[config.mk]
export PLATFORM = sky130hd
export DESIGN_NAME = ymodem_receiver
export DESIGN_NICKNAME = d
export VERILOG_FILES = /design/src/rtl/ymr_pkg.sv /design/src/rtl/ymr_core.sv /design/src/rtl/ymr_out_queue.sv /design/src/rtl/ymodem_receiver.sv
export VERILOG_INCLUDE_DIRS = /design/src /design/src/rtl
export SDC_FILE = /design/constraint.sdc
export NUM_CORES = 1
export LEC_CHECK = 0
export BUFFER_PORTS_ARGS = -buffer_cell sky130_fd_sc_hd__buf_2
export CORE_MARGIN = 2
export CORE_UTILIZATION = 30
export CTS_BUF_LIST = sky130_fd_sc_hd__clkbuf_2
export CTS_CLUSTER_DIAMETER = 100
export DETAILED_ROUTE_END_ITERATION = 10
export PLACE_DENSITY = 0.48
export SLEW_MARGIN = 20
export SYNTH_ARGS = -nofsm -noshare
export SYNTH_HDL_FRONTEND = slang
export SYNTH_HIERARCHICAL = 1
export SYNTH_SLANG_ARGS = --single-unit
[constraint.sdc]
create_clock -name clk -period 10.3 [get_ports clk]
set_input_delay 1.03 -clock clk [delete_from_list [all_inputs] [get_ports clk]]
set_output_delay 1.03 -clock clk [all_outputs]
set_load 0.05 [all_outputs]
[src/rtl/ymodem_receiver_defines.svh]
// Assertion macros for the YMODEM receiver.
`ifndef YMODEM_RECEIVER_DEFINES_SVH
`define YMODEM_RECEIVER_DEFINES_SVH
// Concurrent check with synchronous reset disable.
`define YMR_ASSERT(label, prop, msg) \
  label: assert property (@(posedge clk) disable iff (rst) (prop)) else $error(msg);
// Concurrent check that also holds during reset.
`define YMR_ASSERT_ALWAYS(label, prop, msg) \
  label: assert property (@(posedge clk) (prop)) else $error(msg);
`endif

[src/rtl/ymr_pkg.sv]
// Package: constants, types and helpers for the YMODEM receiver.
package ymr_pkg;

  localparam int ADDR_BITS_DEF   = 24;
  localparam int SIZE_DIGITS_DEF = 16;

  localparam logic [7:0] B_SOH = 8'h01;
  localparam logic [7:0] B_STX = 8'h02;
  localparam logic [7:0] B_EOT = 8'h04;
  localparam logic [7:0] B_ACK = 8'h06;
  localparam logic [7:0] B_NAK = 8'h15;
  localparam logic [7:0] B_CAN = 8'h18;
  localparam logic [7:0] B_CRC = 8'h43;
  localparam logic [7:0] BYTE_MASK = 8'hff;

  localparam logic [1:0] CMD_START   = 2'd0;
  localparam logic [1:0] CMD_BYTE    = 2'd1;
  localparam logic [1:0] CMD_TIMEOUT = 2'd2;

  localparam logic [1:0] KIND_SEND   = 2'd0;
  localparam logic [1:0] KIND_WRITE  = 2'd1;
  localparam logic [1:0] KIND_COMMIT = 2'd2;
  localparam logic [1:0] KIND_FINISH = 2'd3;

  localparam logic [2:0] ST_COMPLETE = 3'd0;
  localparam logic [2:0] ST_CANCEL   = 3'd1;
  localparam logic [2:0] ST_TOO_BIG  = 3'd2;
  localparam logic [2:0] ST_OVERFLOW = 3'd3;
  localparam logic [2:0] ST_ERRORS   = 3'd4;

  localparam logic [0:0] REG_BUFFER_LENGTH = 1'd0;
  localparam logic [0:0] REG_ERROR_LIMIT   = 1'd1;

  typedef enum logic [2:0] {
    PH_WAIT = 3'b001,
    PH_CAN  = 3'b010,
    PH_BODY = 3'b100
  } phase_t;

  typedef struct packed {
    logic [1:0]  kind;
    logic [7:0]  value;
    logic [24:0] addr;
    logic [2:0]  status;
    logic [31:0] done_size;
  } result_t;

  // Up to three results of one event.
  typedef struct packed {
    logic [1:0] count;
    result_t    r0;
    result_t    r1;
    result_t    r2;
  } result_set_t;

  function automatic logic [15:0] crc_byte(input logic [15:0] crc, input logic [7:0] b);
    logic [15:0] c;
    c = crc ^ {b, 8'h00};
    for (int k = 0; k < 8; k++) begin
      c = c[15] ? ((c << 1) ^ 16'h1021) : (c << 1);
    end
    return c;
  endfunction

endpackage

[src/rtl/ymr_core.sv]
// Protocol state and per-event result generation.
module ymr_core #(
  parameter int ADDR_BITS   = ymr_pkg::ADDR_BITS_DEF,
  parameter int SIZE_DIGITS = ymr_pkg::SIZE_DIGITS_DEF
) (
  input  logic                clk,
  input  logic                rst,
  input  logic                ev_valid,
  input  logic [1:0]          ev_cmd,
  input  logic [7:0]          ev_byte,
  input  logic [24:0]         buffer_length,
  input  logic [7:0]          error_limit,
  output ymr_pkg::result_set_t res
);
  import ymr_pkg::*;

  localparam logic [32:0] CAP_LIM = 33'd1 << ADDR_BITS;

  logic        active, fresh, long_packet, header_nonzero, want_crc_mode;
  phase_t      rx_phase;
  logic [10:0] byte_index;
  logic [7:0]  seq_byte, error_count;
  logic [1:0]  seq_flags;
  logic [15:0] crc_reg;
  logic [31:0] packets_received, accepted_size, pending_size;
  logic [24:0] write_offset;
  logic [1:0]  header_phase;
  logic [4:0]  digit_count;

  logic        active_next, fresh_next, long_packet_next, header_nonzero_next;
  logic        want_crc_mode_next;
  phase_t      rx_phase_next;
  logic [10:0] byte_index_next;
  logic [7:0]  seq_byte_next, error_count_next;
  logic [1:0]  seq_flags_next;
  logic [15:0] crc_reg_next;
  logic [31:0] packets_received_next, accepted_size_next, pending_size_next;
  logic [24:0] write_offset_next;
  logic [1:0]  header_phase_next;
  logic [4:0]  digit_count_next;

  logic [32:0] capacity;
  logic [10:0] ps;
  logic [10:0] p;
  logic [32:0] wr_addr;
  logic [32:0] end_off;
  logic [15:0] crc_new;
  logic        pkts_zero;
  logic [7:0]  err_inc;
  logic        idle_ev;

  assign capacity = ({8'd0, buffer_length} < CAP_LIM) ? {8'd0, buffer_length} : CAP_LIM;
  assign ps       = long_packet ? 11'd1024 : 11'd128;
  assign p        = byte_index - 11'd3;
  assign wr_addr  = {8'd0, write_offset} + {22'd0, p};
  assign end_off  = {8'd0, write_offset} + {22'd0, ps};
  assign crc_new  = crc_byte(crc_reg, ev_byte);
  assign pkts_zero = (packets_received == 32'd0);
  assign err_inc  = (error_count == 8'hff) ? error_count : error_count + 8'd1;
  assign idle_ev  = ev_valid && !active && ev_cmd != CMD_START;

  function automatic result_t mk(input logic [1:0] k, input logic [7:0] v,
                                 input logic [24:0] a, input logic [2:0] s,
                                 input logic [31:0] f);
    result_t r;
    r.kind = k; r.value = v; r.addr = a; r.status = s; r.done_size = f;
    return r;
  endfunction

  always_comb begin
    result_t q [3];
    logic [1:0] n;
    logic [10:0] bi;
    logic [1:0] sf;
    active_next = active; fresh_next = fresh; long_packet_next = long_packet;
    header_nonzero_next = header_nonzero; want_crc_mode_next = want_crc_mode;
    rx_phase_next = rx_phase; byte_index_next = byte_index; seq_byte_next = seq_byte;
    error_count_next = error_count; seq_flags_next = seq_flags; crc_reg_next = crc_reg;
    packets_received_next = packets_received; accepted_size_next = accepted_size;
    pending_size_next = pending_size; write_offset_next = write_offset;
    header_phase_next = header_phase; digit_count_next = digit_count;
    q[0] = '0; q[1] = '0; q[2] = '0; n = 2'd0; bi = '0; sf = seq_flags;

    if (ev_valid) begin
      if (ev_cmd == CMD_START) begin
        active_next = 1'b1; fresh_next = 1'b0; error_count_next = '0;
        accepted_size_next = '0; want_crc_mode_next = 1'b1;
        packets_received_next = '0; write_offset_next = '0; rx_phase_next = PH_WAIT;
      end else if (active && (ev_cmd == CMD_TIMEOUT || ev_cmd == CMD_BYTE)) begin
        if (rx_phase == PH_CAN) begin
          q[0] = mk(KIND_SEND, B_ACK, '0, '0, '0);
          q[1] = mk(KIND_FINISH, '0, '0, ST_CANCEL, '0);
          n = 2'd2; active_next = 1'b0; rx_phase_next = PH_WAIT;
        end else if (ev_cmd == CMD_TIMEOUT) begin
          rx_phase_next = PH_WAIT;
          if (!pkts_zero && err_inc >= error_limit) begin
            error_count_next = err_inc;
            q[0] = mk(KIND_SEND, B_CAN, '0, '0, '0);
            q[1] = mk(KIND_SEND, B_CAN, '0, '0, '0);
            q[2] = mk(KIND_FINISH, '0, '0, ST_ERRORS, '0);
            n = 2'd3; active_next = 1'b0;
          end else begin
            if (!pkts_zero) error_count_next = err_inc;
            q[0] = mk(KIND_SEND, B_CRC, '0, '0, '0); n = 2'd1;
          end
        end else if (rx_phase == PH_BODY) begin
          if (byte_index == 11'd1) begin
            seq_byte_next = ev_byte;
            if (ev_byte == packets_received[7:0]) sf[1] = 1'b1;
          end else if (byte_index == 11'd2) begin
            if (seq_byte == (ev_byte ^ BYTE_MASK)) sf[0] = 1'b1;
          end else begin
            crc_reg_next = crc_new;
            if (byte_index < ps + 11'd3) begin
              if (p < 11'd4 && ev_byte != 8'd0) header_nonzero_next = 1'b1;
              if (header_phase == 2'd0) begin
                if (ev_byte == 8'd0) header_phase_next = 2'd1;
              end else if (header_phase == 2'd1) begin
                if (ev_byte == 8'h20 || digit_count >= 5'(SIZE_DIGITS)) begin
                  header_phase_next = 2'd2;
                end else begin
                  digit_count_next = digit_count + 5'd1;
                  if (ev_byte >= 8'h30 && ev_byte <= 8'h39)
                    pending_size_next = pending_size * 32'd10 + {28'd0, ev_byte[3:0]};
                  else
                    header_phase_next = 2'd2;
                end
              end
              if (!pkts_zero && seq_flags == 2'b11 && wr_addr < capacity) begin
                q[0] = mk(KIND_WRITE, ev_byte, wr_addr[24:0], '0, '0); n = 2'd1;
              end
            end
          end
          seq_flags_next = sf;
          bi = byte_index + 11'd1;
          byte_index_next = bi;
          if (bi >= ps + 11'd5) begin
            rx_phase_next = PH_WAIT;
            if (!sf[0] || crc_new != 16'd0) begin
              if (!pkts_zero && err_inc >= error_limit) begin
                error_count_next = err_inc;
                q[0] = mk(KIND_SEND, B_CAN, '0, '0, '0);
                q[1] = mk(KIND_SEND, B_CAN, '0, '0, '0);
                q[2] = mk(KIND_FINISH, '0, '0, ST_ERRORS, '0);
                n = 2'd3; active_next = 1'b0;
              end else begin
                if (!pkts_zero) error_count_next = err_inc;
                q[0] = mk(KIND_SEND, B_CRC, '0, '0, '0); n = 2'd1;
              end
            end else begin
              error_count_next = '0;
              if (!sf[1]) begin
                q[0] = mk(KIND_SEND, B_NAK, '0, '0, '0); n = 2'd1;
              end else if (pkts_zero) begin
                if (!header_nonzero) begin
                  q[0] = mk(KIND_SEND, B_ACK, '0, '0, '0);
                  q[1] = mk(KIND_FINISH, '0, '0, ST_COMPLETE, accepted_size);
                  n = 2'd2; active_next = 1'b0;
                end else begin
                  accepted_size_next = pending_size;
                  if ({1'b0, pending_size} > capacity) begin
                    q[0] = mk(KIND_SEND, B_CAN, '0, '0, '0);
                    q[1] = mk(KIND_SEND, B_CAN, '0, '0, '0);
                    q[2] = mk(KIND_FINISH, '0, '0, ST_TOO_BIG, '0);
                    n = 2'd3; active_next = 1'b0;
                  end else begin
                    q[0] = mk(KIND_SEND, B_ACK, '0, '0, '0);
                    q[1] = mk(KIND_SEND, want_crc_mode ? B_CRC : B_NAK, '0, '0, '0);
                    n = 2'd2; want_crc_mode_next = 1'b0;
                    packets_received_next = packets_received + 32'd1;
                  end
                end
              end else if (end_off > capacity) begin
                q[0] = mk(KIND_SEND, B_CAN, '0, '0, '0);
                q[1] = mk(KIND_SEND, B_CAN, '0, '0, '0);
                q[2] = mk(KIND_FINISH, '0, '0, ST_OVERFLOW, '0);
                n = 2'd3; active_next = 1'b0;
              end else begin
                write_offset_next = end_off[24:0];
                q[0] = mk(KIND_COMMIT, '0, end_off[24:0], '0, '0);
                q[1] = mk(KIND_SEND, B_ACK, '0, '0, '0);
                n = 2'd2; packets_received_next = packets_received + 32'd1;
              end
            end
          end
        end else if (ev_byte == B_SOH || ev_byte == B_STX) begin
          long_packet_next = (ev_byte == B_STX); rx_phase_next = PH_BODY;
          byte_index_next = 11'd1; seq_byte_next = '0; seq_flags_next = '0;
          crc_reg_next = '0; header_phase_next = '0; digit_count_next = '0;
          header_nonzero_next = 1'b0; pending_size_next = '0;
        end else if (ev_byte == B_EOT) begin
          error_count_next = '0;
          q[0] = mk(KIND_SEND, B_ACK, '0, '0, '0); n = 2'd1;
          want_crc_mode_next = 1'b1; packets_received_next = '0;
          write_offset_next = '0; rx_phase_next = PH_WAIT;
          if (!fresh) begin
            q[1] = mk(KIND_SEND, B_CRC, '0, '0, '0); n = 2'd2;
          end
          fresh_next = 1'b0;
        end else if (ev_byte == B_CAN) begin
          rx_phase_next = PH_CAN;
        end else begin
          q[0] = mk(KIND_SEND, B_ACK, '0, '0, '0);
          q[1] = mk(KIND_FINISH, '0, '0, ST_CANCEL, '0);
          n = 2'd2; active_next = 1'b0; rx_phase_next = PH_WAIT;
        end
      end
    end
    res.count = n; res.r0 = q[0]; res.r1 = q[1]; res.r2 = q[2];
  end

  always_ff @(posedge clk) begin
    if (rst) begin
      active <= 1'b0; fresh <= 1'b1; rx_phase <= PH_WAIT; byte_index <= '0;
      long_packet <= 1'b0; seq_byte <= '0; seq_flags <= '0; crc_reg <= '0;
      packets_received <= '0; error_count <= '0; want_crc_mode <= 1'b1;
      write_offset <= '0; accepted_size <= '0; pending_size <= '0;
      header_phase <= '0; digit_count <= '0; header_nonzero <= 1'b0;
    end else begin
      active <= active_next; fresh <= fresh_next; rx_phase <= rx_phase_next;
      byte_index <= byte_index_next; long_packet <= long_packet_next;
      seq_byte <= seq_byte_next; seq_flags <= seq_flags_next; crc_reg <= crc_reg_next;
      packets_received <= packets_received_next; error_count <= error_count_next;
      want_crc_mode <= want_crc_mode_next; write_offset <= write_offset_next;
      accepted_size <= accepted_size_next; pending_size <= pending_size_next;
      header_phase <= header_phase_next; digit_count <= digit_count_next;
      header_nonzero <= header_nonzero_next;
    end
  end

`include "ymodem_receiver_defines.svh"
  `YMR_ASSERT(a_phase_onehot, $onehot(rx_phase), "rx phase not one-hot")
  `YMR_ASSERT(a_body_index, (rx_phase == PH_BODY) |-> (byte_index != 11'd0), "body index zero")
  `YMR_ASSERT(a_inactive_quiet, idle_ev |-> (res.count == 2'd0), "result while idle")
endmodule

[src/rtl/ymr_out_queue.sv]
// Output queue: holds up to three results per event and streams them out.
module ymr_out_queue (
  input  logic                 clk,
  input  logic                 rst,
  input  logic                 load,
  input  ymr_pkg::result_set_t set_in,
  output logic                 can_load,
  output logic                 m_axis_tvalid,
  input  logic                 m_axis_tready,
  output logic [71:0]          m_axis_tdata,
  output logic                 m_axis_tlast
);
  import ymr_pkg::*;

  result_t    slot [3];
  logic [1:0] cnt;
  logic [1:0] rd;
  logic       pop;
  result_t    cur;

  assign cur = slot[rd];
  assign m_axis_tvalid = (cnt != 2'd0);
  assign pop = m_axis_tvalid && m_axis_tready;
  assign can_load = (cnt == 2'd0) || (pop && cnt == 2'd1);
  assign m_axis_tlast = (cnt == 2'd1);
  assign m_axis_tdata = {2'b00, cur.done_size, cur.status, cur.addr, cur.value, cur.kind};

  always_ff @(posedge clk) begin
    if (rst) begin
      cnt <= '0; rd <= '0;
    end else if (load && set_in.count != 2'd0) begin
      cnt <= set_in.count; rd <= '0;
    end else if (pop) begin
      cnt <= cnt - 2'd1; rd <= rd + 2'd1;
    end
  end

  always_ff @(posedge clk) begin
    if (load) begin
      slot[0] <= set_in.r0; slot[1] <= set_in.r1; slot[2] <= set_in.r2;
    end
  end

`include "ymodem_receiver_defines.svh"
  `YMR_ASSERT(a_cnt_range, cnt != 2'd3 || rd == 2'd0, "queue read pointer skew")
  `YMR_ASSERT(a_rd_range, m_axis_tvalid |-> (rd != 2'd3), "read index out of range")
  `YMR_ASSERT(a_no_overwrite, (load && set_in.count != 2'd0) |-> can_load, "load over pending")
endmodule

[src/rtl/ymodem_receiver.sv]
// YMODEM receiver top level: config registers, input register, core, output queue.
// Flow: an event beat is registered at acceptance; its results load the output queue
//   once the queue can take them, and are then streamed out one result per beat.
// Throughput: one event beat per cycle unless the queue is busy; k results hold it for k beats.
// Reset: synchronous active-high rst clears session state and restores registers
//   to buffer_length 16777216 and error_limit 5.
module ymodem_receiver #(
  parameter int ADDR_BITS   = ymr_pkg::ADDR_BITS_DEF,
  parameter int SIZE_DIGITS = ymr_pkg::SIZE_DIGITS_DEF
) (
  input  logic        clk,
  input  logic        rst,
  input  logic        cfg_we,
  input  logic [0:0]  cfg_index,
  input  logic [24:0] cfg_data,
  input  logic        s_axis_tvalid,
  output logic        s_axis_tready,
  input  logic [15:0] s_axis_tdata,   // cmd[1:0], rx_byte[9:2], zero fill
  output logic        m_axis_tvalid,
  input  logic        m_axis_tready,
  output logic [71:0] m_axis_tdata,   // kind, value, addr, status, done_size, zero fill
  output logic        m_axis_tlast
);
  import ymr_pkg::*;

  logic [24:0] buffer_length;
  logic [7:0]  error_limit;
  logic        in_valid;
  logic [1:0]  in_cmd;
  logic [7:0]  in_byte;
  logic        can_load;
  logic        step;
  result_set_t res;

  // Input register advances when the core can hand its results to the queue.
  assign step = !in_valid || can_load;
  assign s_axis_tready = step;

  always_ff @(posedge clk) begin
    if (rst) begin
      buffer_length <= 25'd16777216;
      error_limit   <= 8'd5;
    end else if (cfg_we) begin
      unique case (cfg_index)
        REG_BUFFER_LENGTH: buffer_length <= cfg_data;
        REG_ERROR_LIMIT:   error_limit   <= cfg_data[7:0];
        default: ;
      endcase
    end
  end

  always_ff @(posedge clk) begin
    if (rst) begin
      in_valid <= 1'b0;
    end else if (step) begin
      in_valid <= s_axis_tvalid;
    end
  end

  always_ff @(posedge clk) begin
    if (step) begin
      in_cmd  <= s_axis_tdata[1:0];
      in_byte <= s_axis_tdata[9:2];
    end
  end

  ymr_core #(.ADDR_BITS(ADDR_BITS), .SIZE_DIGITS(SIZE_DIGITS)) u_core (
    .clk, .rst,
    .ev_valid(in_valid && can_load),
    .ev_cmd(in_cmd), .ev_byte(in_byte),
    .buffer_length, .error_limit, .res
  );

  ymr_out_queue u_queue (
    .clk, .rst,
    .load(in_valid && can_load), .set_in(res), .can_load,
    .m_axis_tvalid, .m_axis_tready, .m_axis_tdata, .m_axis_tlast
  );

`include "ymodem_receiver_defines.svh"
  `YMR_ASSERT(a_hold_blocked, (in_valid && !can_load) |-> !s_axis_tready, "blocked accept")
  `YMR_ASSERT_ALWAYS(a_reset_idle, $past(rst) |-> !m_axis_tvalid, "output valid after reset")
  `YMR_ASSERT(a_out_hold, (m_axis_tvalid && !m_axis_tready) |=> m_axis_tvalid, "result dropped")
endmodule

# --- Word-level counts from Yosys, hierarchy flattened ---
# Memory sizes are Yosys's and may differ from the RTL's. A register that Yosys moved wholly into a read port is not among the register bits.
# Cells that the tools add are included.
classes:
  add_sub_neg: 12
  mul: 1
  magnitude_cmp: 11
  eq_ne: 55
  muxes: 221
  n_bitwise: 15
  n_reduce_logical: 58
ops:
  columns: ["cell", "count"]
  rows:
  - ["$mux 210", 7]
  - ["$mux 32", 33]
  - ["$mux 140", 6]
  - ["$mux 70", 9]
  - ["$mux 135", 3]
  - ["$mux 25", 13]
  - ["$mux 67", 2]
  - ["$mux 133", 1]
  - ["$mux 8", 15]
  - ["$mux 13", 8]
  - ["$mux 69", 1]
  - ["$mux 2", 34]
  - ["$mux 1", 66]
  - ["$mux 16", 4]
  - ["$add 25x11->26", 2]
  - ["$reduce_and 12->1", 4]
  - ["$mux 5", 8]
  - ["$gt 32x33->1", 1]
  - ["$gt 33x33->1", 1]
  - ["$lt 33x33->1", 1]
  - ["$mux 11", 3]
  - ["$add 32x1->32 const B", 1]
  - ["$add 32x4->32", 1]
  - ["$logic_not 32->1", 1]
  - ["70 further kinds", 148]
totals:
  regBits: 229
  mem_bits_rw: 210
  elab_cells: 398
  mem_count: 1
memory_table:
  columns: ["name", "depth", "width", "rd", "rd_ports_with_merged_regs", "write_ports", "line", "text"]
  rows:
  - ["u_queue.slot", 3, 70, 1, 1, 3, "ymr_out_queue.sv:15", "result_t slot [3];"]

# --- Depth between registers and ports, before layout ---
depth:
  word_depth: 31
  mapped_depth: 26

# --- Hierarchy ---
# The synthesis kept the hierarchy.
by_module_without_submodules:
  columns: ["mod", "instances", "cells_each", "area_per_inst_um2", "seq_area_each_um2"]
  rows:
  - ["ymr_core", 1, 2158, 16236.8, 3483.3]
  - ["ymr_out_queue", 1, 476, 8106.5, 6426.2]
  - ["ymodem_receiver", 1, 154, 1779.2, 980.9]

# --- Least setup slack after synthesis ---
# OpenSTA, ideal clock, no wires.
synth_timing:
  path_kind: "input-to-reg"
  startpoint: "input m_axis_tready"
  endpoint: "register u_core.packets_received[25]"
  setup_ns: 0.135
  t_arrival_ns: 9.296
  required_time_ns: 10.165
  slack_ns: 0.869
  cell_stages: 11
  path_cell_list: "nand2_1 -> nand2_1 -> and2_1 -> o21ai_0 -> a211oi_1 -> and3_1 -> nor2b_1 -> a31oi_1 -> clkbuf_1 -> o311ai_0 -> o41ai_1"
synth_between:
  elab_chain_cells: 5
synth_lines:
  columns: ["item", "line", "text"]
  rows:
  - ["from (decl)", "ymodem_receiver.sv:20", "input logic m_axis_tready,"]
  - ["$logic_and 1x1->1", "ymr_out_queue.sv:23", "assign pop = m_axis_tvalid && m_axis_tready;"]
  - ["$logic_and 1x1->1", "ymr_out_queue.sv:24", "assign can_load = (cnt == 2'd0) || (pop && cnt == 2'd1);"]
  - ["$logic_or 1x1->1", "ymr_out_queue.sv:24", null]
  - ["net can_load", "ymodem_receiver.sv:31", "logic can_load;"]
  - ["$logic_and 1x1->1", "ymodem_receiver.sv:69", ".ev_valid(in_valid && can_load),"]
  - ["$reduce_and 12->1 (no source line)", null, null]
  - ["to (signal assigned)", "ymr_core.sv:223", "packets_received <= packets_received_next; error_count <= error_count_next;"]
  - ["to (decl)", "ymr_core.sv:25", "logic [31:0] packets_received, accepted_size, pending_size;"]
# The timed path passes the listed nets, and every way through them passes these cells.
# A chain may end at the register's enable or synchronous reset.

==> flow_summary_export.csv <==
group,metric,value,unit
timing,rsz0062_at_grt,"false",
power,p_leak,10.9,nW
global_routing,grt_pass1_vias,19200,
die,dieArea,89500,µm²
logic_synthesis,synth_ff_type,"edfxtp_1",
die,num_io_pins,122,
clock_tree,cts-root-buf,"clkbuf_2",
clock_tree,clk_latency,1250,ps
routing,drt_first_pass_iters,6,
routing,wl,72400,µm
logic_synthesis,synth_top_area_cell,"edfxtp_1",
power,ir_worst_vdd,0.0535,mV
routing,drc,0,
routing,wl_per_cell,17.4,µm
timing,final-max-slew-violation-count,0,
die,coreArea,86500,µm²
cells_and_area,layout-drive-gt1-share,0.138,
placed_design,place.gp.congestion,0.891,
global_routing,grt_antenna_before_repair,2,
clock_tree,cts_max_path_buffers,3,
worst_setup_path,worstPathMaxFanout,15,
flow_run,cap_violations,0,
logic_synthesis,yosysMostFrequentCell,"nand2_1",
timing,max_freq,0.145,GHz
worst_setup_path,cpPeakStageDelay,530,ps
cells_and_area,fill_cells,9182,
clock_tree,cts.sink_count,434,
timing,setup_tns,0,ps
timing,fin_crit_sh,0.669,
routing,antenna_left,0,
global_routing,grt_max_degree,85,
worst_setup_path,startpoint_type,"flop",
die,start_util,0.302,
die,num_rows,108,
hold_path,hold_class,"in -> reg",
timing,finClkSkew,180,ps
clock_tree,cts_setup_buffers,0,
timing,whs,181,ps
worst_setup_path,crit_top_cell,"ha_1",
die,die_y,299,µm
cells_and_area,area.growth.synth_to_final,8.75,%
timing,hold_viol,0,
placed_design,hpwl,52500,µm
routing,drt_iter0_drc,1334,
clock_tree,cts_tree,"done",
logic_synthesis,yosys_warnings,6,
logic_synthesis,netlist_area,26100,µm²
clock_tree,h-tree-depth,3,
logic_synthesis,ys_types,100,
die,die-width,299,µm
logic_synthesis,synth_top_area_share,0.253,
global_routing,track_usage,0.159,
worst_setup_path,worstPathCellList,"ha_1 > nor3_1 > nand3_1 > or2_2 > xnor2_1 > ha_1 > nand2_1 > o21ai_0 > and2_0 > nand2_1 > xnor2_1 > ha_1 > a211oi_1 > o211ai_1 > o221ai_1 > a21oi_1 > or3_1 > a211oi_1 > and2_1 > nor3_1 > a21oi_1 > o21ai_0 > nand2b_1 > nor2_1",
timing,setup_violations,0,
global_routing,grt-ovfl-total,0,
logic_synthesis,ys_async_sr_fraction,0,
clock_tree,clk_pin_slew,100,ps
timing,relSlewSlack,0.215,
logic_synthesis,syn_area_per_cell,9.37,µm²
cells_and_area,top_register,"u_queue/slot",
logic_synthesis,synth_cells,2788,
global_routing,grt_pass1_wl,112000,µm
logic_synthesis,synth-seq-cells,434,
power,total_power,0.00373,W
placed_design,io_buffers,113,
logic_synthesis,synth.area.top_cells,"edfxtp_1 25%, dfxtp_1 16%, ha_1 7.6%, nand2_1 4.5%, buf_4 4.0%",
worst_setup_path,cp.required,11350,ps
routing,vias_per_cell,4.86,
power,powerDensity,131,nW/µm²
clock_tree,numCtsBuffers,120,
worst_setup_path,arrival,7940,ps
worst_setup_path,criticalPathCategory,"reg -> reg",
worst_setup_path,critPathSlowestCell,"a211oi_1",
routing,vias,20300,
timing,worstMarginPinSlew,1170,ps
logic_synthesis,yosys-top-cells-count,"314 x nand2_1, 220 x edfxtp_1, 214 x dfxtp_1",
timing,period_minus_slack,6890,ps
logic_synthesis,synth-edff-count,220,
logic_synthesis,synth-seq-area-share,0.417,
cells_and_area,largest_register_ffs,210,
worst_setup_path,cp-end-kind,"flop",
cells_and_area,fin_nets,3124,
run_status,status,"finished, final reports clean",
==> through the flow <==
| step | setup WS [ps] | cells | area (µm²) | utilization |
|---|---|---|---|---|
| finish | 3410 | 4173 | 28400 | 0.328 |
| global route | 2670 | 4173 | 28400 | 0.328 |
| CTS | 3420 | 4169 | 28400 | 0.328 |
| detailed placement | 3510 | 3936 | 27200 | 0.314 |
| global placement | 3430 | 3936 | 27200 | 0.314 |
| floorplan | 869 | 2918 | 26600 | - |
==> path summary, 6_finish.rpt <==
kind                                                            start                               endpoint  slack, ps  depth (start not counted)
worst min register to register  u_core/accepted_size[28]$_SDFFE_PP0P_  u_core/accepted_size[28]$_SDFFE_PP0P_        450                          2
worst max-delay path                u_core/byte_index[0]$_SDFFE_PP0P_                                   flop       3410                         24
worst max register to register      u_core/byte_index[0]$_SDFFE_PP0P_                                   flop       3410                         24
worst min-delay path                                              rst     u_core/byte_index[10]$_SDFFE_PP0P_        180                          2
==> layer usage <==
| metal | vias to the layer above | GRT usage | share of wire |
|---|---|---|---|
| met5 | - | 0 | 0 |
| met4 | 0 | 0.0564 | 0.026 |
| met3 | 103 | 0.0315 | 0.053 |
| met2 | 484 | 0.248 | 0.45 |
| met1 | 9486 | 0.220 | 0.47 |
| li1 | 10200 | - | - |
==> kinds of logic after synthesis <==
kind of cell    count (synthesis)  synth area share
fa+ha+maj                     160            0.0772
simple gates                 1011             0.197
other cells                     2          0.000287
xor+xnor                      142            0.0489
mux                           101            0.0387
compound gates                597             0.145
flops                         434             0.417
buf+inv                       341            0.0751
==> worst max-delay path, delay by kind of cell (launching register included) <==
family / cells / cell delay, ps
compound gates: 8 / 2260
xor+xnor: 2 / 390
fa+ha+maj: 3 / 1100
flops: 1 / 520
simple gates: 11 / 2450
==> cells in the final DEF, fill, tap and decap left out, types with 19 or more instances in the layout <==
master / n
buf_2: 112
ha_1: 158
buf_4: 33
nand4_1: 36
nor4_1: 30
inv_1: 54
and2_1: 55
nand2_1: 314
xnor2_1: 80
nor2_1: 182
nand4bb_1: 19
edfxtp_1: 220
clkinv_1: 27
dfxtp_1: 212
nand3_1: 120
o21ai_0: 85
clkbuf_2: 186
conb_1: 132
or3_1: 19
nor3_1: 45
nand2b_1: 48
o211ai_1: 26
mux2i_1: 101
o21ai_1: 93
a21o_1: 20
and3_1: 36
or2_2: 22
a21oi_1: 176
xor2_1: 59
==> cell type report <==
type                            instances  area, µm²  area share
Clock buffer                          186        931      0.0328
Clock inverter                         33        159     0.00559
Tap cell                             1155       1450      0.0509
Inverter                               58        218     0.00766
Timing Repair Buffer                  160        960      0.0338
Antenna cell                            4       10.0    0.000352
Multi-Input combinational cell       2143      13800       0.485
Sequential cell                       434      10900       0.384
==> report_power, final <==
part | leakage [nW] | internal (W) | switching (W)
clock network | 0.848 | 0.000503 | 0.000755
logic | 6.23 | 0.000132 | 0.000382
registers | 3.82 | 0.00191 | 0.0000434
==> repair_timing <==
item	in CTS	in global routing
setup endpoints to repair	0	0
resized for setup	0	0
hold buffers	14	0
endpoints found under the hold margin	14	0
No activity file was read; power rests on OpenSTA's default activity.
